**src/hw/rtl/pbsu_pkg.sv**
```systemverilog
// shared types and constants of the packed bitmap slice unpacker
`default_nettype none

package pbsu_pkg;

  // configuration register indexes, one 32-bit word each
  typedef enum logic [2:0] {
    REG_IMAGE_WIDTH  = 3'd0,
    REG_IMAGE_HEIGHT = 3'd1,
    REG_PIXEL_MODE   = 3'd2,
    REG_SLICE_COUNT  = 3'd3,
    REG_SLICE_INDEX  = 3'd4,
    REG_ORIGIN_X     = 3'd5,
    REG_ORIGIN_Y     = 3'd6
  } cfg_reg_e;

  localparam int unsigned ApbAddrW = 5;
  localparam int unsigned ApbDataW = 32;

  // pixel packing modes
  localparam logic [1:0] Mode1Bpp = 2'd1;
  localparam logic [1:0] Mode2Bpp = 2'd2;

  localparam int unsigned CoordW     = 17;
  localparam int unsigned PixPerByte = 8;
  localparam int unsigned QueueDepth = 4;
  localparam int unsigned OutDataW   = 40;

  typedef struct packed {
    logic [7:0]  image_width;
    logic [7:0]  image_height;
    logic [1:0]  pixel_mode;
    logic [7:0]  slice_count;
    logic [7:0]  slice_index;
    logic [15:0] origin_x;
    logic [15:0] origin_y;
  } cfg_t;

  // one classified byte: pixels to draw and where
  typedef struct packed {
    logic                    bad;
    logic [PixPerByte-1:0]   draw;
    logic [PixPerByte-1:0]   black;
    logic [CoordW-1:0]       x_base;
    logic [CoordW-1:0]       y;
  } entry_t;

endpackage

`default_nettype wire

```
**src/hw/rtl/packed_bitmap_slice_unpacker.sv**
```systemverilog
// Packed bitmap slice unpacker top level. The front end takes each image
// byte, works out the pixels it draws and queues them (four bytes deep); the
// back end sends one pixel word per cycle while the output is ready, so
// a byte that draws n pixels gives n words (1 to 8; a full one-bit-per-pixel
// byte gives 8) and a byte that draws nothing is not queued. With an invalid
// configuration every byte gives one word flagged in tuser. Registers are to
// be written over the APB port while no byte is in flight (not enforced).
`default_nettype none

module packed_bitmap_slice_unpacker #(
  parameter int unsigned MAX_ROW_BYTES = 64
) (
  input  wire                               clk_i,
  input  wire                               rst_ni,
  // configuration port
  input  wire                               psel,
  input  wire                               penable,
  input  wire                               pwrite,
  input  wire  [pbsu_pkg::ApbAddrW-1:0]     paddr,
  input  wire  [pbsu_pkg::ApbDataW-1:0]     pwdata,
  output logic [pbsu_pkg::ApbDataW-1:0]     prdata,
  output logic                              pready,
  // byte input
  input  wire                               s_axis_tvalid,
  output logic                              s_axis_tready,
  input  wire  [7:0]                        s_axis_tdata,   // data_byte
  // pixel output
  output logic                              m_axis_tvalid,
  input  wire                               m_axis_tready,
  output logic [pbsu_pkg::OutDataW-1:0]     m_axis_tdata,   // pixel_x, pixel_y, pixel_black
  output logic                              m_axis_tuser,   // bad_config
  output logic                              m_axis_tlast    // last_of_byte
);

  pbsu_pkg::cfg_t   cfg_q;
  pbsu_pkg::entry_t push_entry;
  pbsu_pkg::entry_t pop_entry;
  logic             push_valid, push_ready;
  logic             pop_valid, pop_ready;
  logic [pbsu_pkg::CoordW-1:0] px, py;
  logic             pblack;
  logic [2:0]       reg_idx;

  assign reg_idx = paddr[4:2];
  assign pready  = 1'b1;

  // register writes
  always_ff @(posedge clk_i or negedge rst_ni) begin
    if (!rst_ni) begin
      cfg_q <= '0;
    end else if (psel && penable && pwrite && pready) begin
      unique case (reg_idx)
        pbsu_pkg::REG_IMAGE_WIDTH:  cfg_q.image_width  <= pwdata[7:0];
        pbsu_pkg::REG_IMAGE_HEIGHT: cfg_q.image_height <= pwdata[7:0];
        pbsu_pkg::REG_PIXEL_MODE:   cfg_q.pixel_mode   <= pwdata[1:0];
        pbsu_pkg::REG_SLICE_COUNT:  cfg_q.slice_count  <= pwdata[7:0];
        pbsu_pkg::REG_SLICE_INDEX:  cfg_q.slice_index  <= pwdata[7:0];
        pbsu_pkg::REG_ORIGIN_X:     cfg_q.origin_x     <= pwdata[15:0];
        pbsu_pkg::REG_ORIGIN_Y:     cfg_q.origin_y     <= pwdata[15:0];
        default: ;
      endcase
    end
  end

  // register reads
  always_comb begin
    unique case (reg_idx)
      pbsu_pkg::REG_IMAGE_WIDTH:  prdata = 32'(cfg_q.image_width);
      pbsu_pkg::REG_IMAGE_HEIGHT: prdata = 32'(cfg_q.image_height);
      pbsu_pkg::REG_PIXEL_MODE:   prdata = 32'(cfg_q.pixel_mode);
      pbsu_pkg::REG_SLICE_COUNT:  prdata = 32'(cfg_q.slice_count);
      pbsu_pkg::REG_SLICE_INDEX:  prdata = 32'(cfg_q.slice_index);
      pbsu_pkg::REG_ORIGIN_X:     prdata = 32'(cfg_q.origin_x);
      pbsu_pkg::REG_ORIGIN_Y:     prdata = 32'(cfg_q.origin_y);
      default:                    prdata = '0;
    endcase
  end

  pbsu_front #(
    .MAX_ROW_BYTES (MAX_ROW_BYTES)
  ) u_front (
    .clk_i        (clk_i),
    .rst_ni       (rst_ni),
    .cfg_i        (cfg_q),
    .in_valid_i   (s_axis_tvalid),
    .in_data_i    (s_axis_tdata),
    .in_ready_o   (s_axis_tready),
    .push_valid_o (push_valid),
    .push_entry_o (push_entry),
    .push_ready_i (push_ready)
  );

  pbsu_fifo #(
    .WIDTH ($bits(pbsu_pkg::entry_t)),
    .DEPTH (pbsu_pkg::QueueDepth)
  ) u_fifo (
    .clk_i        (clk_i),
    .rst_ni       (rst_ni),
    .push_valid_i (push_valid),
    .push_data_i  (push_entry),
    .push_ready_o (push_ready),
    .pop_valid_o  (pop_valid),
    .pop_data_o   (pop_entry),
    .pop_ready_i  (pop_ready)
  );

  pbsu_back u_back (
    .clk_i       (clk_i),
    .rst_ni      (rst_ni),
    .pop_valid_i (pop_valid),
    .pop_entry_i (pop_entry),
    .pop_ready_o (pop_ready),
    .out_valid_o (m_axis_tvalid),
    .out_x_o     (px),
    .out_y_o     (py),
    .out_black_o (pblack),
    .out_bad_o   (m_axis_tuser),
    .out_last_o  (m_axis_tlast),
    .out_ready_i (m_axis_tready)
  );

  assign m_axis_tdata = {5'b00000, pblack, py, px};

endmodule

`default_nettype wire

```
**src/hw/rtl/pbsu_front.sv**
```systemverilog
// front end: takes bytes, tracks row position, builds pixel masks
`default_nettype none

module pbsu_front #(
  parameter int unsigned MAX_ROW_BYTES = 64
) (
  input  wire               clk_i,
  input  wire               rst_ni,
  input  pbsu_pkg::cfg_t    cfg_i,
  input  wire               in_valid_i,
  input  wire  [7:0]        in_data_i,
  output logic              in_ready_o,
  output logic              push_valid_o,
  output pbsu_pkg::entry_t  push_entry_o,
  input  wire               push_ready_i
);

  localparam int unsigned BW   = $clog2(MAX_ROW_BYTES);
  localparam int unsigned ColW = (BW + 3 > 8) ? BW + 3 : 8;

  logic [BW-1:0] byte_in_row_q, byte_in_row_d;
  logic [7:0]    row_number_q, row_number_d;

  logic [5:0]    row_bytes;
  logic [6:0]    stride;
  logic          cfg_ok;
  logic          in_row;
  logic [ColW-1:0] base;
  logic [ColW-1:0] col;
  logic [pbsu_pkg::PixPerByte-1:0] draw;
  logic [pbsu_pkg::PixPerByte-1:0] black;
  logic          accept;
  logic          row_end;

  // row stride and configuration check
  always_comb begin
    row_bytes = 6'((9'(cfg_i.image_width) + 9'd7) >> 3);
    stride    = (cfg_i.pixel_mode == pbsu_pkg::Mode2Bpp) ? {row_bytes, 1'b0}
                                                          : {1'b0, row_bytes};
    cfg_ok    = ((cfg_i.pixel_mode == pbsu_pkg::Mode1Bpp) ||
                 (cfg_i.pixel_mode == pbsu_pkg::Mode2Bpp)) &&
                (cfg_i.image_width != 8'd0) && (cfg_i.image_height != 8'd0) &&
                (cfg_i.slice_index < cfg_i.slice_count) &&
                (stride != 7'd0) && (int'(stride) <= int'(MAX_ROW_BYTES));
  end

  // pixel masks of the incoming byte
  always_comb begin
    in_row = 8'(byte_in_row_q) < 8'(stride);
    if (cfg_i.pixel_mode == pbsu_pkg::Mode1Bpp) begin
      base = ColW'({byte_in_row_q, 3'b000});
    end else begin
      base = ColW'({byte_in_row_q, 2'b00});
    end
    draw  = '0;
    black = '0;
    col   = '0;
    for (int k = 0; k < 8; k++) begin
      col = base + ColW'(k);
      if (cfg_i.pixel_mode == pbsu_pkg::Mode1Bpp) begin
        draw[k]  = col < ColW'(cfg_i.image_width);
        black[k] = in_data_i[7-k];
      end else if (k < 4) begin
        draw[k]  = (col < ColW'(cfg_i.image_width)) && !in_data_i[7-2*k];
        black[k] = in_data_i[6-2*k];
      end
    end
    if (!in_row) begin
      draw = '0;
    end
  end

  // queue entry; a bad configuration gives one blank result
  always_comb begin
    if (!cfg_ok) begin
      push_entry_o.bad    = 1'b1;
      push_entry_o.draw   = pbsu_pkg::PixPerByte'(1);
      push_entry_o.black  = '0;
      push_entry_o.x_base = '0;
      push_entry_o.y      = '0;
    end else begin
      push_entry_o.bad    = 1'b0;
      push_entry_o.draw   = draw;
      push_entry_o.black  = black;
      push_entry_o.x_base = {cfg_i.origin_x[15], cfg_i.origin_x} +
                            pbsu_pkg::CoordW'(base);
      push_entry_o.y      = {cfg_i.origin_y[15], cfg_i.origin_y} +
                            pbsu_pkg::CoordW'(row_number_q);
    end
  end

  assign in_ready_o   = push_ready_i;
  assign accept       = in_valid_i && push_ready_i;
  assign push_valid_o = in_valid_i && (push_entry_o.bad || (push_entry_o.draw != '0));

  // position counters
  always_comb begin
    byte_in_row_d = byte_in_row_q;
    row_number_d  = row_number_q;
    row_end       = (8'(byte_in_row_q) + 8'd1) >= 8'(stride);
    if (accept && cfg_ok) begin
      if (row_end) begin
        byte_in_row_d = '0;
        if ((9'(row_number_q) + 9'd1) >= 9'(cfg_i.image_height)) begin
          row_number_d = '0;
        end else begin
          row_number_d = row_number_q + 8'd1;
        end
      end else begin
        byte_in_row_d = byte_in_row_q + BW'(1);
      end
    end
  end

  always_ff @(posedge clk_i or negedge rst_ni) begin
    if (!rst_ni) begin
      byte_in_row_q <= '0;
      row_number_q  <= '0;
    end else begin
      byte_in_row_q <= byte_in_row_d;
      row_number_q  <= row_number_d;
    end
  end

endmodule

`default_nettype wire

```
**src/hw/rtl/pbsu_fifo.sv**
```systemverilog
// small first-in first-out queue between front and back
`default_nettype none

module pbsu_fifo #(
  parameter int unsigned WIDTH = 8,
  parameter int unsigned DEPTH = 4
) (
  input  wire              clk_i,
  input  wire              rst_ni,
  input  wire              push_valid_i,
  input  wire  [WIDTH-1:0] push_data_i,
  output logic             push_ready_o,
  output logic             pop_valid_o,
  output logic [WIDTH-1:0] pop_data_o,
  input  wire              pop_ready_i
);

  localparam int unsigned PtrW = (DEPTH > 1) ? $clog2(DEPTH) : 1;
  localparam int unsigned CntW = $clog2(DEPTH + 1);

  logic [WIDTH-1:0] mem_q [DEPTH];
  logic [PtrW-1:0]  wr_ptr_q, wr_ptr_d;
  logic [PtrW-1:0]  rd_ptr_q, rd_ptr_d;
  logic [CntW-1:0]  count_q, count_d;
  logic             do_push;
  logic             do_pop;

  assign push_ready_o = count_q != CntW'(DEPTH);
  assign pop_valid_o  = count_q != '0;
  assign pop_data_o   = mem_q[rd_ptr_q];
  assign do_push      = push_valid_i && push_ready_o;
  assign do_pop       = pop_valid_o && pop_ready_i;

  // pointer and fill level
  always_comb begin
    wr_ptr_d = wr_ptr_q;
    rd_ptr_d = rd_ptr_q;
    count_d  = count_q;
    if (do_push) begin
      wr_ptr_d = (wr_ptr_q == PtrW'(DEPTH - 1)) ? '0 : wr_ptr_q + PtrW'(1);
    end
    if (do_pop) begin
      rd_ptr_d = (rd_ptr_q == PtrW'(DEPTH - 1)) ? '0 : rd_ptr_q + PtrW'(1);
    end
    if (do_push && !do_pop) begin
      count_d = count_q + CntW'(1);
    end else if (do_pop && !do_push) begin
      count_d = count_q - CntW'(1);
    end
  end

  always_ff @(posedge clk_i or negedge rst_ni) begin
    if (!rst_ni) begin
      wr_ptr_q <= '0;
      rd_ptr_q <= '0;
      count_q  <= '0;
    end else begin
      wr_ptr_q <= wr_ptr_d;
      rd_ptr_q <= rd_ptr_d;
      count_q  <= count_d;
    end
  end

  // storage
  always_ff @(posedge clk_i) begin
    if (do_push) begin
      mem_q[wr_ptr_q] <= push_data_i;
    end
  end

endmodule

`default_nettype wire

```
**src/hw/rtl/pbsu_back.sv**
```systemverilog
// back end: walks the pixel mask of one byte, one pixel word per cycle while the output is ready
`default_nettype none

module pbsu_back (
  input  wire                          clk_i,
  input  wire                          rst_ni,
  input  wire                          pop_valid_i,
  input  pbsu_pkg::entry_t             pop_entry_i,
  output logic                         pop_ready_o,
  output logic                         out_valid_o,
  output logic [pbsu_pkg::CoordW-1:0]  out_x_o,
  output logic [pbsu_pkg::CoordW-1:0]  out_y_o,
  output logic                         out_black_o,
  output logic                         out_bad_o,
  output logic                         out_last_o,
  input  wire                          out_ready_i
);

  localparam int unsigned KW = $clog2(pbsu_pkg::PixPerByte);

  pbsu_pkg::entry_t cur_q, cur_d;
  logic             cur_valid_q, cur_valid_d;
  logic             out_valid_q, out_valid_d;
  logic [pbsu_pkg::CoordW-1:0] out_x_q, out_y_q;
  logic             out_black_q, out_bad_q, out_last_q;

  logic [KW-1:0]    k_idx;
  logic [pbsu_pkg::PixPerByte-1:0] rest;
  logic             last;
  logic             out_load;
  logic             cur_free;

  // lowest pixel still to send
  always_comb begin
    k_idx = '0;
    for (int k = pbsu_pkg::PixPerByte - 1; k >= 0; k--) begin
      if (cur_q.draw[k]) begin
        k_idx = KW'(k);
      end
    end
    rest = cur_q.draw;
    rest[k_idx] = 1'b0;
    last = rest == '0;
  end

  assign out_load    = cur_valid_q && (!out_valid_q || out_ready_i);
  assign cur_free    = !cur_valid_q || (out_load && last);
  assign pop_ready_o = cur_free;

  // current byte and output word
  always_comb begin
    cur_d       = cur_q;
    cur_valid_d = cur_valid_q;
    out_valid_d = out_valid_q;
    if (out_load) begin
      cur_d.draw  = rest;
      out_valid_d = 1'b1;
      if (last) begin
        cur_valid_d = 1'b0;
      end
    end else if (out_ready_i) begin
      out_valid_d = 1'b0;
    end
    if (cur_free && pop_valid_i) begin
      cur_d       = pop_entry_i;
      cur_valid_d = 1'b1;
    end
  end

  always_ff @(posedge clk_i or negedge rst_ni) begin
    if (!rst_ni) begin
      cur_valid_q <= 1'b0;
      out_valid_q <= 1'b0;
    end else begin
      cur_valid_q <= cur_valid_d;
      out_valid_q <= out_valid_d;
    end
  end

  always_ff @(posedge clk_i) begin
    cur_q <= cur_d;
    if (out_load) begin
      out_x_q     <= cur_q.x_base + pbsu_pkg::CoordW'(k_idx);
      out_y_q     <= cur_q.y;
      out_black_q <= cur_q.black[k_idx];
      out_bad_q   <= cur_q.bad;
      out_last_q  <= last;
    end
  end

  assign out_valid_o = out_valid_q;
  assign out_x_o     = out_x_q;
  assign out_y_o     = out_y_q;
  assign out_black_o = out_black_q;
  assign out_bad_o   = out_bad_q;
  assign out_last_o  = out_last_q;

endmodule

`default_nettype wire

```
**config.mk**
```make
export PLATFORM = sky130hd
export DESIGN_NAME = packed_bitmap_slice_unpacker
export DESIGN_NICKNAME = d
export VERILOG_FILES = /design/src/hw/rtl/pbsu_pkg.sv /design/src/hw/rtl/packed_bitmap_slice_unpacker.sv /design/src/hw/rtl/pbsu_front.sv /design/src/hw/rtl/pbsu_fifo.sv /design/src/hw/rtl/pbsu_back.sv
export SDC_FILE = /design/constraint.sdc
export NUM_CORES = 1
export LEC_CHECK = 0
export BUFFER_PORTS_ARGS = -buffer_cell sky130_fd_sc_hd__buf_2
export CORE_MARGIN = 2
export CORE_UTILIZATION = 40
export CTS_BUF_LIST = sky130_fd_sc_hd__clkbuf_8
export CTS_CLUSTER_SIZE = 16
export DETAILED_ROUTE_END_ITERATION = 8
export HOLD_SLACK_MARGIN = 0.08
export PLACE_DENSITY_LB_ADDON = 0.12
export SLEW_MARGIN = 10
export SYNTH_ARGS = -nofsm -noshare
export SYNTH_HDL_FRONTEND = slang
export SYNTH_SLANG_ARGS = --single-unit
```
**constraint.sdc**
```tcl
create_clock -name clk_i -period 5.9 [get_ports clk_i]
set_input_delay 0.295 -clock clk_i [delete_from_list [all_inputs] [get_ports clk_i]]
set_output_delay 0.295 -clock clk_i [all_outputs]
set_load 0.02 [all_outputs]
```
### Yosys cells after proc, flatten, opt, wreduce, memory -nomap -nowiden

Memories as Yosys holds them, arrays and structs flattened.
Cells that the tools add are included.

* register bits after elaboration: 177
* input bits: 52
* bits in read-only memories: 0
* logic and storage cells: 173
* latch bits: 0
* memories: 1
* memory bits (writable): 204
* output and inout port bits: 77

Memory list
* u_fifo.mem_q: words 4, width 51, read ports 1, clocked after Yosys merged registers in 0, write ports 1, RTL line pbsu_fifo.sv:21 `logic [WIDTH-1:0] mem_q [DEPTH];`

* bitwise operators: 2
* reduce and logical (&&, ||, !) cells: 53
* add/subtract/negate cells: 19
* shift-type cells: 0
* divide/modulo/power cells: 0
* equality and inequality tests: 11
* magnitude comparators: 15
* $mul: 0
* muxes and demuxes: 48

Operators by type and width (count)
* 16-bit case mux with 7 select lines: 1
* 9-bit by 8-bit less-than comparator with 1-bit output: 8
* 51-bit 2-to-1 mux: 1
* 50-bit 2-to-1 mux: 1
* 9-bit by 3-bit adder with 9-bit output (second input constant): 4
* 3-bit 2-to-1 mux: 10
* 1-bit 2-to-1 mux: 25
* 8-bit 2-to-1 mux: 3
* 8-bit nonzero test: 3
* 1-bit logical AND: 21
* 9-bit by 2-bit adder with 9-bit output (second input constant): 2
* 2-bit AND reduction: 9
* 16-bit by 10-bit adder with 17-bit output: 1
* 16-bit by 9-bit adder with 17-bit output: 1
* 17-bit by 3-bit adder with 17-bit output: 1
* 8-bit by 1-bit adder with 9-bit output (second input constant): 1
* 8-bit by 3-bit adder with 9-bit output (second input constant): 1
* 9-bit by 1-bit adder with 9-bit output (second input constant): 1
* 3-bit equality test (second input constant): 3
* 9-bit by 8-bit >= comparator with 1-bit output: 1
* 9-bit 2-to-1 mux: 1
* 8-bit by 1-bit adder with 8-bit output (second input constant): 1
* 8-bit bitwise AND: 1
* 8-bit by 7-bit >= comparator with 1-bit output: 1
* other kinds (28): 46

### Longest topological paths before layout

Gate-level depths: netlist of the first run.

* word-level depth: 21
* mapped depth: 20
* gate-level depth less buffers: 19

### Modules after synthesis

A second synthesis of the first run with hierarchy kept.

* cells, all modules: 1247
* area, all modules: 18257.5 µm²

Modules (own cells, without submodules)
* pbsu_fifo: seq. area each 6301.0 µm², cells an instance 304, instances 1, area each 7860.0 µm²
* pbsu_front: seq. area each 350.3 µm², cells an instance 482, instances 1, area each 3629.7 µm²
* pbsu_back: seq. area each 2692.6 µm², cells an instance 215, instances 1, area each 3504.6 µm²
* packed_bitmap_slice_unpacker: seq. area each 1651.6 µm², cells an instance 246, instances 1, area each 3263.1 µm²

### Least setup slack after synthesis of the first run

OpenSTA, ideal clock, no wires.

* kind: flip-flop to flip-flop
* start: reg cfg_q[49] (netlist bit)
* end: mem u_fifo.mem_q[3][0] (netlist bit) (enable)
* path buffers: 1
* stages on the path, launching flop included: 15
* setup time: 414 ps
* data required time: 5486 ps
* path slack: 1438 ps
* clock period less this slack: 4462 ps
* arrival: 4048 ps
* cells stage by stage: dfrtp_1 inv_1 ha_1 buf_1 nor2_1 nor3b_1 o21ai_0 o21ai_0 ha_1 a21o_1 a211o_1 a211oi_1 a221oi_2 a21oi_1 and2_1

* word-level cells in the longest chain between the ends: 14
* elaborated cells between the ends (all ways): 48
* those cells by class: add/sub (7); order compare (10); eq/ne (2); mux (14); reduce/logical (15)

RTL lines
* start: declaration: RTL line packed_bitmap_slice_unpacker.sv:35 `pbsu_pkg::cfg_t cfg_q;`
* 2-bit by 1-bit equality test with 1-bit output / 2-bit equality test (equally long branches)
* 9-bit 2-to-1 mux / 1-bit logical OR (equally long branches): RTL line pbsu_front.sv:50, pbsu_front.sv:40
* 9-bit by 1-bit adder with 9-bit output (tied with other cells): RTL line pbsu_front.sv:59 `col = base + ColW'(k);`
* 9-bit by 8-bit less-than comparator with 1-bit output / 1-bit logical AND (equally long branches): RTL line pbsu_front.sv:61, pbsu_front.sv:64, pbsu_front.sv:42
* 1-bit logical AND, on equally long branches: RTL line pbsu_front.sv:64, pbsu_front.sv:42
* 1-bit 2-to-1 mux / 1-bit logical AND (equally long branches): RTL line pbsu_front.sv:60, pbsu_front.sv:43
* 8-bit 2-to-1 mux / 1-bit logical AND (equally long branches): RTL line pbsu_front.sv:68, pbsu_front.sv:44
* 51-bit 2-to-1 mux (*): RTL line pbsu_front.sv:75 `if (!cfg_ok) begin`
* 8-bit nonzero test: RTL line pbsu_front.sv:94 `assign push_valid_o = in_valid_i && (push_entry_o.bad || (push_entry_o.draw != '0));`
* 1-bit logical OR (*): RTL line pbsu_front.sv:94
* 1-bit logical AND (*): RTL line pbsu_front.sv:94
* 1-bit logical AND (*): RTL line pbsu_fifo.sv:31 `assign do_push = push_valid_i && push_ready_o;`
* net u_fifo.do_push: RTL line pbsu_fifo.sv:25 `logic do_push;`
* 1-bit 2-to-1 mux (*): RTL line pbsu_fifo.sv:66 `if (do_push) begin`
* 1-bit 2-to-1 mux (not written as such) (*): RTL line pbsu_fifo.sv:67 `mem_q[wr_ptr_q] <= push_data_i;`
* end: declaration: RTL line pbsu_fifo.sv:21

The timed path passes the listed nets; every way through them passes the cells marked *.

### Worst setup path after layout of the first run

* start: reg cfg_q[49] (netlist bit)
* end: reg u_fifo.count_q[1]

* elaborated cells between the ends (all ways): 51
* those cells by class: add/sub (7); order compare (10); eq/ne (2); mux (13); reduce/logical (19)

RTL lines
* 2-bit by 1-bit equality test with 1-bit output / 2-bit equality test (equally long branches)
* 9-bit 2-to-1 mux / 1-bit logical OR (equally long branches): RTL line pbsu_front.sv:50, pbsu_front.sv:40
* 9-bit by 1-bit adder with 9-bit output (tied with other cells): RTL line pbsu_front.sv:59
* 9-bit by 8-bit less-than comparator with 1-bit output / 1-bit logical AND (equally long branches): RTL line pbsu_front.sv:61, pbsu_front.sv:64, pbsu_front.sv:42
* 1-bit logical AND, on equally long branches: RTL line pbsu_front.sv:64, pbsu_front.sv:42
* 1-bit 2-to-1 mux / 1-bit logical AND (equally long branches): RTL line pbsu_front.sv:60, pbsu_front.sv:43
* 8-bit 2-to-1 mux / 1-bit logical AND (equally long branches): RTL line pbsu_front.sv:68, pbsu_front.sv:44
* 51-bit 2-to-1 mux (*): RTL line pbsu_front.sv:75
* 8-bit nonzero test: RTL line pbsu_front.sv:94
* 1-bit logical OR (*): RTL line pbsu_front.sv:94
* 1-bit logical AND (*): RTL line pbsu_front.sv:94
* 1-bit logical AND (*): RTL line pbsu_fifo.sv:31
* net u_fifo.do_push: RTL line pbsu_fifo.sv:25
* 1-bit logical AND (*): RTL line pbsu_fifo.sv:45 `if (do_push && !do_pop) begin`
* 3-bit 2-to-1 mux (*): RTL line pbsu_fifo.sv:45
* net u_fifo.count_d[1]: RTL line pbsu_fifo.sv:24 `logic [CntW-1:0] count_q, count_d;`
* end signal: assignment: RTL line pbsu_fifo.sv:60 `count_q <= count_d;`
* end: declaration: RTL line pbsu_fifo.sv:24

Marks and branches as above.
A chain may end at the register's enable or synchronous reset.

==> metrics.json, run 1 <==
{
  "power_report.internal_total": {"value": 5.86, "unit": "mW"},
  "antenna_found_initial": {"value": 0},
  "power.share.sequential": {"value": 47.5, "unit": "%"},
  "postSynthRegisterBits": {"value": 381},
  "drv_cap": {"value": 0},
  "cp_data_required_time": {"value": 6.38, "unit": "ns"},
  "fp-row-count": {"value": 77},
  "post_detailed_routing_wire_length": {"value": 39.7, "unit": "mm"},
  "synth-compound-area-share": {"value": 7.86, "unit": "%"},
  "syn2layout_area_growth": {"value": 13.8, "unit": "%"},
  "fp.dieW": {"value": 215, "unit": "um"},
  "tritoncts": {"value": "done"},
  "grt_start_max_net_pins": {"value": 75},
  "cts.repair.resized": {"value": 0},
  "dieHeight": {"value": 215, "unit": "um"},
  "clk_pin_slew": {"value": 0.06, "unit": "ns"},
  "worst_ep_arrival_time": {"value": 5.00, "unit": "ns"},
  "hpwl": {"value": 26.0, "unit": "mm"},
  "top_layer": {"value": "met4"},
  "finalMaxSlewViolations": {"value": 0},
  "via_count": {"value": 10600},
  "crit_buf_inv": {"value": 2},
  "final_nets": {"value": 1526},
  "worst_pin_slew": {"value": 1.10, "unit": "ns"},
  "core_area": {"value": 44100, "unit": "um^2"},
  "numClockSinks": {"value": 381},
  "initial_utilization": {"value": 40.4, "unit": "%"},
  "number_of_library_cell_types_mapped_by_synthesis": {"value": 68},
  "grt.overflow.total": {"value": 0},
  "m1WireLength": {"value": 18.3, "unit": "mm"},
  "pin_count": {"value": 129},
  "setup_fix_bufs_post_cts": {"value": 0},
  "synth_largest_type_area_fraction": {"value": 49.2, "unit": "%"},
  "fmaxAchievable": {"value": 0.221, "unit": "GHz"},
  "drive_above_1_share": {"value": 21.5, "unit": "%"},
  "routability_driven_placement_congestion_ratio": {"value": 0.810},
  "critPathCaptureType": {"value": "flip-flop"},
  "holdCritPathClass": {"value": "in -> reg"},
  "grt.total_usage": {"value": 17.5, "unit": "%"},
  "dr.pass1.iters": {"value": 4},
  "leakagePower": {"value": 7.92, "unit": "nW"},
  "net_switching_power_of_the_design": {"value": 2.81, "unit": "mW"},
  "fraction_of_synthesized_area_in_multiplexers": {"value": 11.3, "unit": "%"},
  "rsz0062_at_grt": {"value": "false"},
  "final.min_clock_period": {"value": 4.52, "unit": "ns"},
  "port-buffer-count": {"value": 88},
  "drcViolationCount": {"value": 0},
  "synth_xor_area_share": {"value": 2.65, "unit": "%"},
  "post_synth.cell_area_avg": {"value": 14.2, "unit": "um^2"},
  "holdBufCountCts": {"value": 20},
  "warning_count_from_the_yosys_run": {"value": 0},
  "number_of_synthesized_flops_with_an_enable_pin": {"value": 292},
  "netlist_area": {"value": 17800, "unit": "um^2"},
  "slowest_cp_cell": {"value": "sky130_fd_sc_hd__ha_1"},
  "final_hold_viol_count": {"value": 0},
  "met3RoutedLength": {"value": 1.92, "unit": "mm"},
  "n_antenna_cell": {"value": 0},
  "netlist_instances": {"value": 1260},
  "vdd_drop_max": {"value": 0.000230, "unit": "V"},
  "post-synth-top-area-cell": {"value": "sky130_fd_sc_hd__edfxtp_1"},
  "design.die.area": {"value": 46300, "unit": "um^2"},
  "wire_length_of_the_first_global_routing_pass": {"value": 62.5, "unit": "mm"},
  "min_period_over_period": {"value": 76.6, "unit": "%"},
  "asyncSetResetFlopFracSynth": {"value": 23.4, "unit": "%"},
  "dominant_combinational_cell_family_by_area_after_synthesis": {"value": "multiplexers"},
  "avgRoutedWirePerCell": {"value": 19.4, "unit": "um"},
  "source_to_sink_clock_delay_at_the_later_pin_of_the_worst_skew_pair": {"value": 0.60, "unit": "ns"},
  "worst-path-max-fanout": {"value": 13},
  "slew_headroom": {"value": 26.8, "unit": "%"},
  "clock_power_share": {"value": 26.0, "unit": "%"},
  "crit_type": {"value": "reg -> reg"},
  "finalSetupTns": {"value": 0, "unit": "ns"},
  "post_synth_main_area_contributors": {"value": "sky130_fd_sc_hd__edfxtp_1 (49%), sky130_fd_sc_hd__dfrtp_1 (12%), sky130_fd_sc_hd__mux4_2 (7.1%)"},
  "synthFlopType": {"value": "sky130_fd_sc_hd__edfxtp_1"},
  "power.density": {"value": 427, "unit": "nW/um^2"},
  "path_cells": {"value": "inv_1, ha_1, nand3b_1, nor2_1, a31oi_1, nor2_1, ha_1, nand3_1, nor2_1, mux2i_1, or3_1, a221oi_2, a21oi_1, ha_1, inv_1, fa_1, mux2_2"},
  "rrSetupSlack": {"value": 1.38, "unit": "ns"},
  "fin_total_pwr": {"value": 8.67, "unit": "mW"},
  "vias_per_cell": {"value": 5.20},
  "fill_cells": {"value": 4067},
  "finalClockSkew": {"value": 0.0210, "unit": "ns"},
  "switching_share": {"value": 32.4, "unit": "%"},
  "htree_num_levels": {"value": 3},
  "grt_pass1_vias": {"value": 10900},
  "path_delay_family": {"value": "adder cells"},
  "critPathLaunchType": {"value": "flip-flop"},
  "power_frac_comb": {"value": 26.6, "unit": "%"},
  "first_iter_violations": {"value": 609},
  "synth_adder_area_share": {"value": 5.49, "unit": "%"},
  "met2WireLength": {"value": 18.4, "unit": "mm"},
  "yosysSeqAreaShare": {"value": 61.7, "unit": "%"},
  "cpPeakStageDelay": {"value": 0.50, "unit": "ns"},
  "cts-root-buf": {"value": "sky130_fd_sc_hd__clkbuf_8"},
  "drt.antenna.violating_nets": {"value": 0},
  "post_synth_and_or_nand_nor_area_fraction": {"value": 7.74, "unit": "%"},
  "tritoncts.num_buffers": {"value": 68},
  "setup_violations": {"value": 0},
  "status": {"value": "finished, final reports clean"},
  "cts.path.max_buffers": {"value": 3}
}
worst reg2reg max path, stage by stage (launching register included):
cell,delay [ns]
sky130_fd_sc_hd__dfrtp_1,0.40
sky130_fd_sc_hd__inv_1,0.10
sky130_fd_sc_hd__ha_1,0.50
sky130_fd_sc_hd__nand3b_1,0.27
sky130_fd_sc_hd__nor2_1,0.09
sky130_fd_sc_hd__a31oi_1,0.17
sky130_fd_sc_hd__nor2_1,0.06
sky130_fd_sc_hd__ha_1,0.30
sky130_fd_sc_hd__nand3_1,0.10
sky130_fd_sc_hd__nor2_1,0.10
sky130_fd_sc_hd__mux2i_1,0.16
sky130_fd_sc_hd__or3_1,0.42
sky130_fd_sc_hd__a221oi_2,0.46
sky130_fd_sc_hd__a21oi_1,0.24
sky130_fd_sc_hd__ha_1,0.28
sky130_fd_sc_hd__inv_1,0.07
sky130_fd_sc_hd__fa_1,0.40
sky130_fd_sc_hd__mux2_2,0.27
cells in the final DEF (no fill, tap or decap), types with 11 or more instances in the layout:
cell type | synthesis | final
sky130_fd_sc_hd__a22oi_1 | 15 | 15
sky130_fd_sc_hd__xnor2_1 | 30 | 30
sky130_fd_sc_hd__and3_1 | 12 | 12
sky130_fd_sc_hd__edfxtp_1 | 292 | 292
sky130_fd_sc_hd__dfrtp_1 | 89 | 87
sky130_fd_sc_hd__nor2_1 | 76 | 76
sky130_fd_sc_hd__a21o_1 | 17 | 17
sky130_fd_sc_hd__mux2i_1 | 13 | 13
sky130_fd_sc_hd__mux4_2 | 56 | 56
sky130_fd_sc_hd__a21oi_1 | 40 | 40
sky130_fd_sc_hd__nor2b_1 | 23 | 22
sky130_fd_sc_hd__o21ai_0 | 54 | 54
sky130_fd_sc_hd__inv_1 | 56 | 84
sky130_fd_sc_hd__clkbuf_8 | 0 | 73
sky130_fd_sc_hd__buf_4 | 23 | 12
sky130_fd_sc_hd__dlygate4sd3_1 | 0 | 20
sky130_fd_sc_hd__nand2_1 | 82 | 82
sky130_fd_sc_hd__ha_1 | 71 | 71
sky130_fd_sc_hd__buf_2 | 0 | 87
sky130_fd_sc_hd__nor3_1 | 11 | 11
sky130_fd_sc_hd__conb_1 | 2 | 22
sky130_fd_sc_hd__mux2_2 | 52 | 52
sky130_fd_sc_hd__xor2_1 | 24 | 24
sky130_fd_sc_hd__nand3_1 | 22 | 22
final cells by class:
class,instances,area [um^2],share of cell area [%]
Clock buffer,73,1000,4.95
Timing Repair Buffer,119,726,3.58
Multi-Input combinational cell,772,6360,31.4
Sequential cell,381,11000,54.2
Inverter,57,214,1.05
Clock inverter,48,234,1.15
Tap cell,592,741,3.65
routing by layer:
layer | vias up | GRT usage (%)
met5 | - | 0
met4 | 0 | 6.00
met3 | 67 | 3.24
met2 | 253 | 27.9
met1 | 5299 | 24.2
li1 | 5005 | -
cell families after synthesis:
family,after synthesis
AND/OR/NAND/NOR,286
XOR/XNOR,54
adder cells (fa/ha/maj),76
AO/OA/AOI/OAI,210
other,2
multiplexers,124
flip-flops,381
buffers and inverters,127
sequential cells by signal, indices dropped and copies added, names as in the netlist:
name,count
u_back.out_bad_o,1
u_back.out_x_o,17
u_back.cur_q,51
u_fifo.count_q,3
u_back.out_y_o,17
u_front.byte_in_row_q,6
u_front.row_number_q,8
u_fifo.mem_q,204
u_back.out_valid_o,1
cfg_q,66
u_back.cur_valid_q,1
u_back.out_black_o,1
u_fifo.rd_ptr_q,2
u_fifo.wr_ptr_q,2
u_back.out_last_o,1
per-stage QoR:
stage	worst slack (ns)	instance area, um^2	instances	hold slack [ns]	util (%)
2_1_floorplan	1.44	17900	1280	-0.000591	-
3_3_place_gp	1.41	18800	1901	0.177	42.7
3_5_place_dp	1.39	18800	1901	0.182	42.7
4_1_cts	1.35	20300	2042	0.0899	46.0
5_1_grt	0.969	20300	2042	0.159	46.0
6_report	1.38	20300	2042	0.134	46.0
path summary, 6_finish.rpt:
| check | startpoint | to | depth (start not counted) |
|---|---|---|---|
| max | cfg_q[49] | u_fifo.count_q[1] | 17 |
| min | s_axis_tdata[0] | u_fifo.mem_q[1][41] | 2 |
| max reg2reg | cfg_q[49] | u_fifo.count_q[1] | 17 |
| min reg2reg | u_back.cur_q[15] | u_back.out_y_o[15] | 0 |
| max in group asynchronous | rst_ni | u_fifo.rd_ptr_q[1] | 4 |
| min in group asynchronous | rst_ni | u_fifo.rd_ptr_q[0] | 3 |
cell usage after synthesis (12+ instances only):
library cell	number
sky130_fd_sc_hd__nor2_1	76
sky130_fd_sc_hd__xnor2_1	30
sky130_fd_sc_hd__dfrtp_1	89
sky130_fd_sc_hd__mux2_2	52
sky130_fd_sc_hd__a21oi_1	40
sky130_fd_sc_hd__a22oi_1	15
sky130_fd_sc_hd__a21o_1	17
sky130_fd_sc_hd__ha_1	71
sky130_fd_sc_hd__and2_1	13
sky130_fd_sc_hd__buf_4	23
sky130_fd_sc_hd__mux2i_1	13
sky130_fd_sc_hd__and3_1	12
sky130_fd_sc_hd__o21ai_0	54
sky130_fd_sc_hd__mux4_2	56
sky130_fd_sc_hd__clkbuf_1	38
sky130_fd_sc_hd__nor2b_1	23
sky130_fd_sc_hd__nand2_1	82
sky130_fd_sc_hd__xor2_1	24
sky130_fd_sc_hd__edfxtp_1	292
sky130_fd_sc_hd__nand3_1	22
sky130_fd_sc_hd__inv_1	56
power by group through the flow:
| stage | logic (mW) | registers (mW) | clock network [mW] |
|---|---|---|---|
| CTS | 2.34 | 4.13 | 2.34 |
| finish | 2.30 | 4.11 | 2.25 |
| detailed placement | 2.32 | 4.18 | 0 |
| global placement | 2.28 | 4.16 | 0 |
| global route | 2.57 | 4.19 | 2.47 |
| floorplan | 1.79 | 3.93 | 0 |
Note: power is estimated with default switching activity, not from simulation.
==> run 2, diff against run 1 <==
--- a/config.mk
+++ b/config.mk
@@ -5,6 +5,7 @@
 export SDC_FILE = /design/constraint.sdc
 export NUM_CORES = 1
 export LEC_CHECK = 0
+export ABC_AREA = 1
 export BUFFER_PORTS_ARGS = -buffer_cell sky130_fd_sc_hd__buf_2
 export CORE_MARGIN = 2
 export CORE_UTILIZATION = 40
==> constraint.sdc (replaced) <==
create_clock -name clk_i -period 3.88 [get_ports clk_i]
set_input_delay 0.194 -clock clk_i [delete_from_list [all_inputs] [get_ports clk_i]]
set_output_delay 0.194 -clock clk_i [all_outputs]
set_load 0.02 [all_outputs]
==> metrics.json, run 2 <==
{
  "grt_start_max_net_pins": {"value": 106, "change": "was 75"},
  "routability_driven_placement_congestion_ratio": {"value": 0.848, "change": "was 0.810"},
  "drcViolationCount": {"value": 0, "change": "unchanged"},
  "slowest_cp_cell": {"value": "sky130_fd_sc_hd__dfrtp_2", "change": "was sky130_fd_sc_hd__ha_1"},
  "via_count": {"value": 12600, "change": "was 10600"},
  "path_cells": {"value": "inv_1, ha_1, inv_1, nor2_1, a31oi_2, ha_1, a21oi_1, o21ai_2, inv_1, nor2_1, nor2_4, nand3_1, nand2_1, nor2_1, nand2_2, nand2_4, inv_1, ha_1, inv_1, fa_1, a21oi_1, o21ai_1, xnor2_1", "change": "was inv_1, ha_1, nand3b_1, nor2_1, a31oi_1, nor2_1, ha_1, nand3_1, nor2_1, mux2i_1, or3_1, a221oi_2, a21oi_1, ha_1, inv_1, fa_1, mux2_2"},
  "pin_count": {"value": 129, "change": "unchanged"},
  "design.die.area": {"value": 46800, "unit": "um^2", "change": "was 46300 um^2"},
  "core_area": {"value": 44300, "unit": "um^2", "change": "was 44100 um^2"},
  "post_detailed_routing_wire_length": {"value": 44.0, "unit": "mm", "change": "was 39.7 mm"},
  "warning_count_from_the_yosys_run": {"value": 0, "change": "unchanged"},
  "drv_cap": {"value": 0, "change": "unchanged"},
  "final.min_clock_period": {"value": 3.63, "unit": "ns", "change": "was 4.52 ns"},
  "reg2reg_to": {"value": "u_fifo.count_q[2]", "change": "was u_fifo.count_q[1]"},
  "post_synth_main_area_contributors": {"value": "sky130_fd_sc_hd__edfxtp_1 (49%), sky130_fd_sc_hd__dfrtp_1 (12%), sky130_fd_sc_hd__o21ai_0 (5.7%)", "change": "was sky130_fd_sc_hd__edfxtp_1 (49%), sky130_fd_sc_hd__dfrtp_1 (12%), sky130_fd_sc_hd__mux4_2 (7.1%)"},
  "critPathCaptureType": {"value": "flip-flop", "change": "unchanged"},
  "worst_setup_path_startpoint": {"value": "cfg_q[48]", "change": "was cfg_q[49]"},
  "postSynthRegisterBits": {"value": 381, "change": "unchanged"},
  "htree_num_levels": {"value": 3, "change": "unchanged"},
  "setup_ws": {"value": 0.251, "unit": "ns", "change": "was 1.38 ns"},
  "setup_violations": {"value": 0, "change": "unchanged"},
  "worst_ep_arrival_time": {"value": 4.12, "unit": "ns", "change": "was 5.00 ns"},
  "post-synth-top-area-cell": {"value": "sky130_fd_sc_hd__edfxtp_1", "change": "unchanged"},
  "syn2layout_area_growth": {"value": 15.5, "unit": "%", "change": "was 13.8%"},
  "n_antenna_cell": {"value": 0, "change": "unchanged"},
  "grt.total_usage": {"value": 19.0, "unit": "%", "change": "was 17.5%"},
  "port-buffer-count": {"value": 88, "change": "unchanged"},
  "worst_hold_margin": {"value": 0.257, "unit": "ns", "change": "was 0.134 ns"},
  "synth_largest_type_area_fraction": {"value": 48.6, "unit": "%", "change": "was 49.2%"},
  "rrSetupSlack": {"value": 0.25, "unit": "ns", "change": "was 1.38 ns"},
  "r2r-start": {"value": "cfg_q[48]", "change": "was cfg_q[49]"},
  "final_hold_viol_count": {"value": 0, "change": "unchanged"},
  "avgRoutedWirePerCell": {"value": 17.4, "unit": "um", "change": "was 19.4 um"},
  "largest_register_ff_count": {"value": 204, "change": "unchanged"},
  "status": {"value": "finished, final reports clean", "change": "unchanged"},
  "layout.cells.most_common": {"value": "sky130_fd_sc_hd__edfxtp_1", "change": "unchanged"},
  "wire_length_of_the_first_global_routing_pass": {"value": 68.8, "unit": "mm", "change": "was 62.5 mm"},
  "power.density": {"value": 716, "unit": "nW/um^2", "change": "was 427 nW/um^2"},
  "placed_cells": {"value": 2371, "change": "was 1901"},
  "first_iter_violations": {"value": 673, "change": "was 609"},
  "fin_total_pwr": {"value": 14.9, "unit": "mW", "change": "was 8.67 mW"},
  "dieHeight": {"value": 216, "unit": "um", "change": "was 215 um"},
  "reg2reg_depth": {"value": 23, "change": "was 17"},
  "holdCritPathClass": {"value": "in -> async", "change": "was in -> reg"},
  "asyncSetResetFlopFracSynth": {"value": 23.4, "unit": "%", "change": "unchanged"},
  "number_of_library_cell_types_mapped_by_synthesis": {"value": 48, "change": "was 68"},
  "tritoncts.num_buffers": {"value": 67, "change": "was 68"},
  "clk_pin_slew": {"value": 0.06, "unit": "ns", "change": "about the same"},
  "source_to_sink_clock_delay_at_the_later_pin_of_the_worst_skew_pair": {"value": 0.62, "unit": "ns", "change": "was 0.60 ns"},
  "fp.dieW": {"value": 216, "unit": "um", "change": "was 215 um"},
  "netlist_instances": {"value": 1719, "change": "was 1260"},
  "final_nets": {"value": 2010, "change": "was 1526"},
  "synthTopCellsByCount": {"value": "sky130_fd_sc_hd__edfxtp_1 (292), sky130_fd_sc_hd__nand2_1 (258), sky130_fd_sc_hd__o21ai_0 (207)", "change": "was sky130_fd_sc_hd__edfxtp_1 (292), sky130_fd_sc_hd__dfrtp_1 (89), sky130_fd_sc_hd__nand2_1 (82)"},
  "dp_slack": {"value": 0.0247, "unit": "ns", "change": "was 1.39 ns"},
  "numClockSinks": {"value": 381, "change": "unchanged"},
  "layout_common_cells": {"value": "sky130_fd_sc_hd__edfxtp_1 (292), sky130_fd_sc_hd__nand2_1 (258), sky130_fd_sc_hd__inv_1 (206)", "change": "was sky130_fd_sc_hd__edfxtp_1 (292), sky130_fd_sc_hd__dfrtp_1 (87), sky130_fd_sc_hd__buf_2 (87)"},
  "slew_headroom": {"value": 24.6, "unit": "%", "change": "was 26.8%"},
  "yosysSeqAreaShare": {"value": 61.0, "unit": "%", "change": "was 61.7%"},
  "initial_utilization": {"value": 40.7, "unit": "%", "change": "was 40.4%"},
  "worst-path-max-fanout": {"value": 6, "change": "was 13"},
  "endpoint": {"value": "u_fifo.count_q[2]", "change": "was u_fifo.count_q[1]"},
  "layout_top_registers": {"value": "u_fifo.mem_q: 204 flops, cfg_q: 66 flops, u_back.cur_q: 51 flops", "change": "unchanged"},
  "drt.antenna.violating_nets": {"value": 0, "change": "unchanged"},
  "cts-root-buf": {"value": "sky130_fd_sc_hd__clkbuf_8", "change": "unchanged"},
  "finalClockSkew": {"value": 0.0269, "unit": "ns", "change": "was 0.0210 ns"},
  "hpwl": {"value": 29.0, "unit": "mm", "change": "was 26.0 mm"},
  "cp_data_required_time": {"value": 4.37, "unit": "ns", "change": "was 6.38 ns"},
  "finalMaxSlewViolations": {"value": 0, "change": "unchanged"},
  "fp-row-count": {"value": 77, "change": "unchanged"},
  "dr.pass1.iters": {"value": 7, "change": "was 4"},
  "synthFlopType": {"value": "sky130_fd_sc_hd__edfxtp_1", "change": "unchanged"},
  "cpPeakStageDelay": {"value": 0.46, "unit": "ns", "change": "was 0.50 ns"},
  "synth_most_common_cell": {"value": "sky130_fd_sc_hd__edfxtp_1", "change": "unchanged"},
  "leakagePower": {"value": 8.65, "unit": "nW", "change": "was 7.92 nW"},
  "grt_pass1_vias": {"value": 12500, "change": "was 10900"},
  "cts.path.max_buffers": {"value": 3, "change": "unchanged"},
  "post_synth.cell_area_avg": {"value": 10.5, "unit": "um^2", "change": "was 14.2 um^2"},
  "crit_type": {"value": "reg -> reg", "change": "unchanged"},
  "fmaxAchievable": {"value": 0.276, "unit": "GHz", "change": "was 0.221 GHz"},
  "drive_above_1_share": {"value": 14.7, "unit": "%", "change": "was 21.5%"},
  "critPathLaunchType": {"value": "flip-flop", "change": "unchanged"},
  "crit_top_cell": {"value": "sky130_fd_sc_hd__inv_1"},
  "worst_pin_slew": {"value": 1.13, "unit": "ns", "change": "was 1.10 ns"},
  "vdd_drop_max": {"value": 0.000307, "unit": "V", "change": "was 0.000230 V"},
  "fill_cells": {"value": 4187, "change": "was 4067"},
  "stdcell_count": {"value": 2523, "change": "was 2042"},
  "vias_per_cell": {"value": 4.99, "change": "was 5.20"},
  "tritoncts": {"value": "done", "change": "unchanged"},
  "grt.overflow.total": {"value": 0, "change": "unchanged"},
  "min_period_over_period": {"value": 93.5, "unit": "%", "change": "was 76.6%"},
  "largest-register": {"value": "u_fifo.mem_q", "change": "unchanged"},
  "netlist_area": {"value": 18000, "unit": "um^2", "change": "was 17800 um^2"},
  "antenna_found_initial": {"value": 0, "change": "unchanged"},
  "number_of_synthesized_flops_with_an_enable_pin": {"value": 292, "change": "unchanged"}
}
[run 2: cell types whose count changed in the layout (fill, tap and decap cells not counted), sizes merged, moves of 15 or more]
cell,before,now
nand2,82,281
o21ai,55,207
inv,86,220
nor2,76,208
o22ai,3,76
mux4,56,0
mux2,55,1
nand3,22,59
buf,99,122
nor2b,23,0
xnor2,30,8
a21oi,40,55
a22oi,15,0
[run 2: power breakdown]
part | leakage [nW] | internal (mW) | switching (mW)
logic | 4.15 | 1.76 | 3.70
registers | 3.80 | 5.63 | 0.440
clock network | 0.709 | 1.76 | 1.63
total | 8.65 | 9.15 | 5.77
[run 2: how the worst min path moves through the flow]
stage	from	to	slack (ns)
after detailed placement	rst_ni	u_front.byte_in_row_q[3]	0.38
after global placement	rst_ni	u_front.byte_in_row_q[3]	0.38
final	rst_ni	u_back.out_valid_o	0.26
after CTS	rst_ni	u_back.out_valid_o	0.24
after global routing	rst_ni	u_back.cur_valid_q	0.30
after floorplan	rst_ni	cfg_q[0]	-0.10
[run 2: final cells by class]
cell class	instances	area [um^2]	share of cell area [%]
clock buffers	70	963	4.63
clock inverters	47	253	1.21
inverters	195	742	3.56
multi-input cells	1085	6060	29.1
flip-flops and latches	381	11000	52.8
well taps	592	741	3.56
repair buffers	153	1070	5.14
[run 2: critical path: cells and delay by family, from the launching register on]
family	cells	cell delay, ns
AOI/OAI and AO/OA	5	0.69
xor gates and xnor gates	1	0.13
adders and majority gates	4	1.04
buffers and inverters	5	0.42
DFF	1	0.46
and+or+nand+nor	8	0.78
[run 2: logic make-up (layout without fill, tap and decap cells)]
group	count (synthesis)	after routing	synth area share, %
other cells	2	22	0.0417
compound gates	364	364	11.1
flops	381	381	61.0
buf+inv	273	465	6.44
simple gates	584	584	14.1
mux	1	1	0.0624
xor+xnor	39	39	1.89
fa+ha+maj	75	75	5.37
[run 2: metal layers]
layer	vias to the layer above	part of all wire, %	GRT usage [%]	wire length [um]
li1	6218	-	-	-
met1	6016	45	24.7	19800
met2	270	48	31.9	21100
met3	75	4.3	3.75	1880
met4	0	2.6	6.21	1130
met5	-	0	0	0
[run 2: timing repair]
item,CTS,global route
buffers inserted,0,4
hold endpoints to repair,168,0
resized for setup,0,24
endpoints found under the setup margin,0,200
hold buffers,31,0
[run 2: metrics by stage]
stage,cell area [um^2],utilization [%],setup TNS (ns)
2_1_floorplan,18100,-,-64.23
3_3_place_gp,19200,43.3,0
3_5_place_dp,19200,43.3,0
4_1_cts,20700,46.7,0
5_1_grt,20800,47.0,-0.0269
6_report,20800,47.0,0
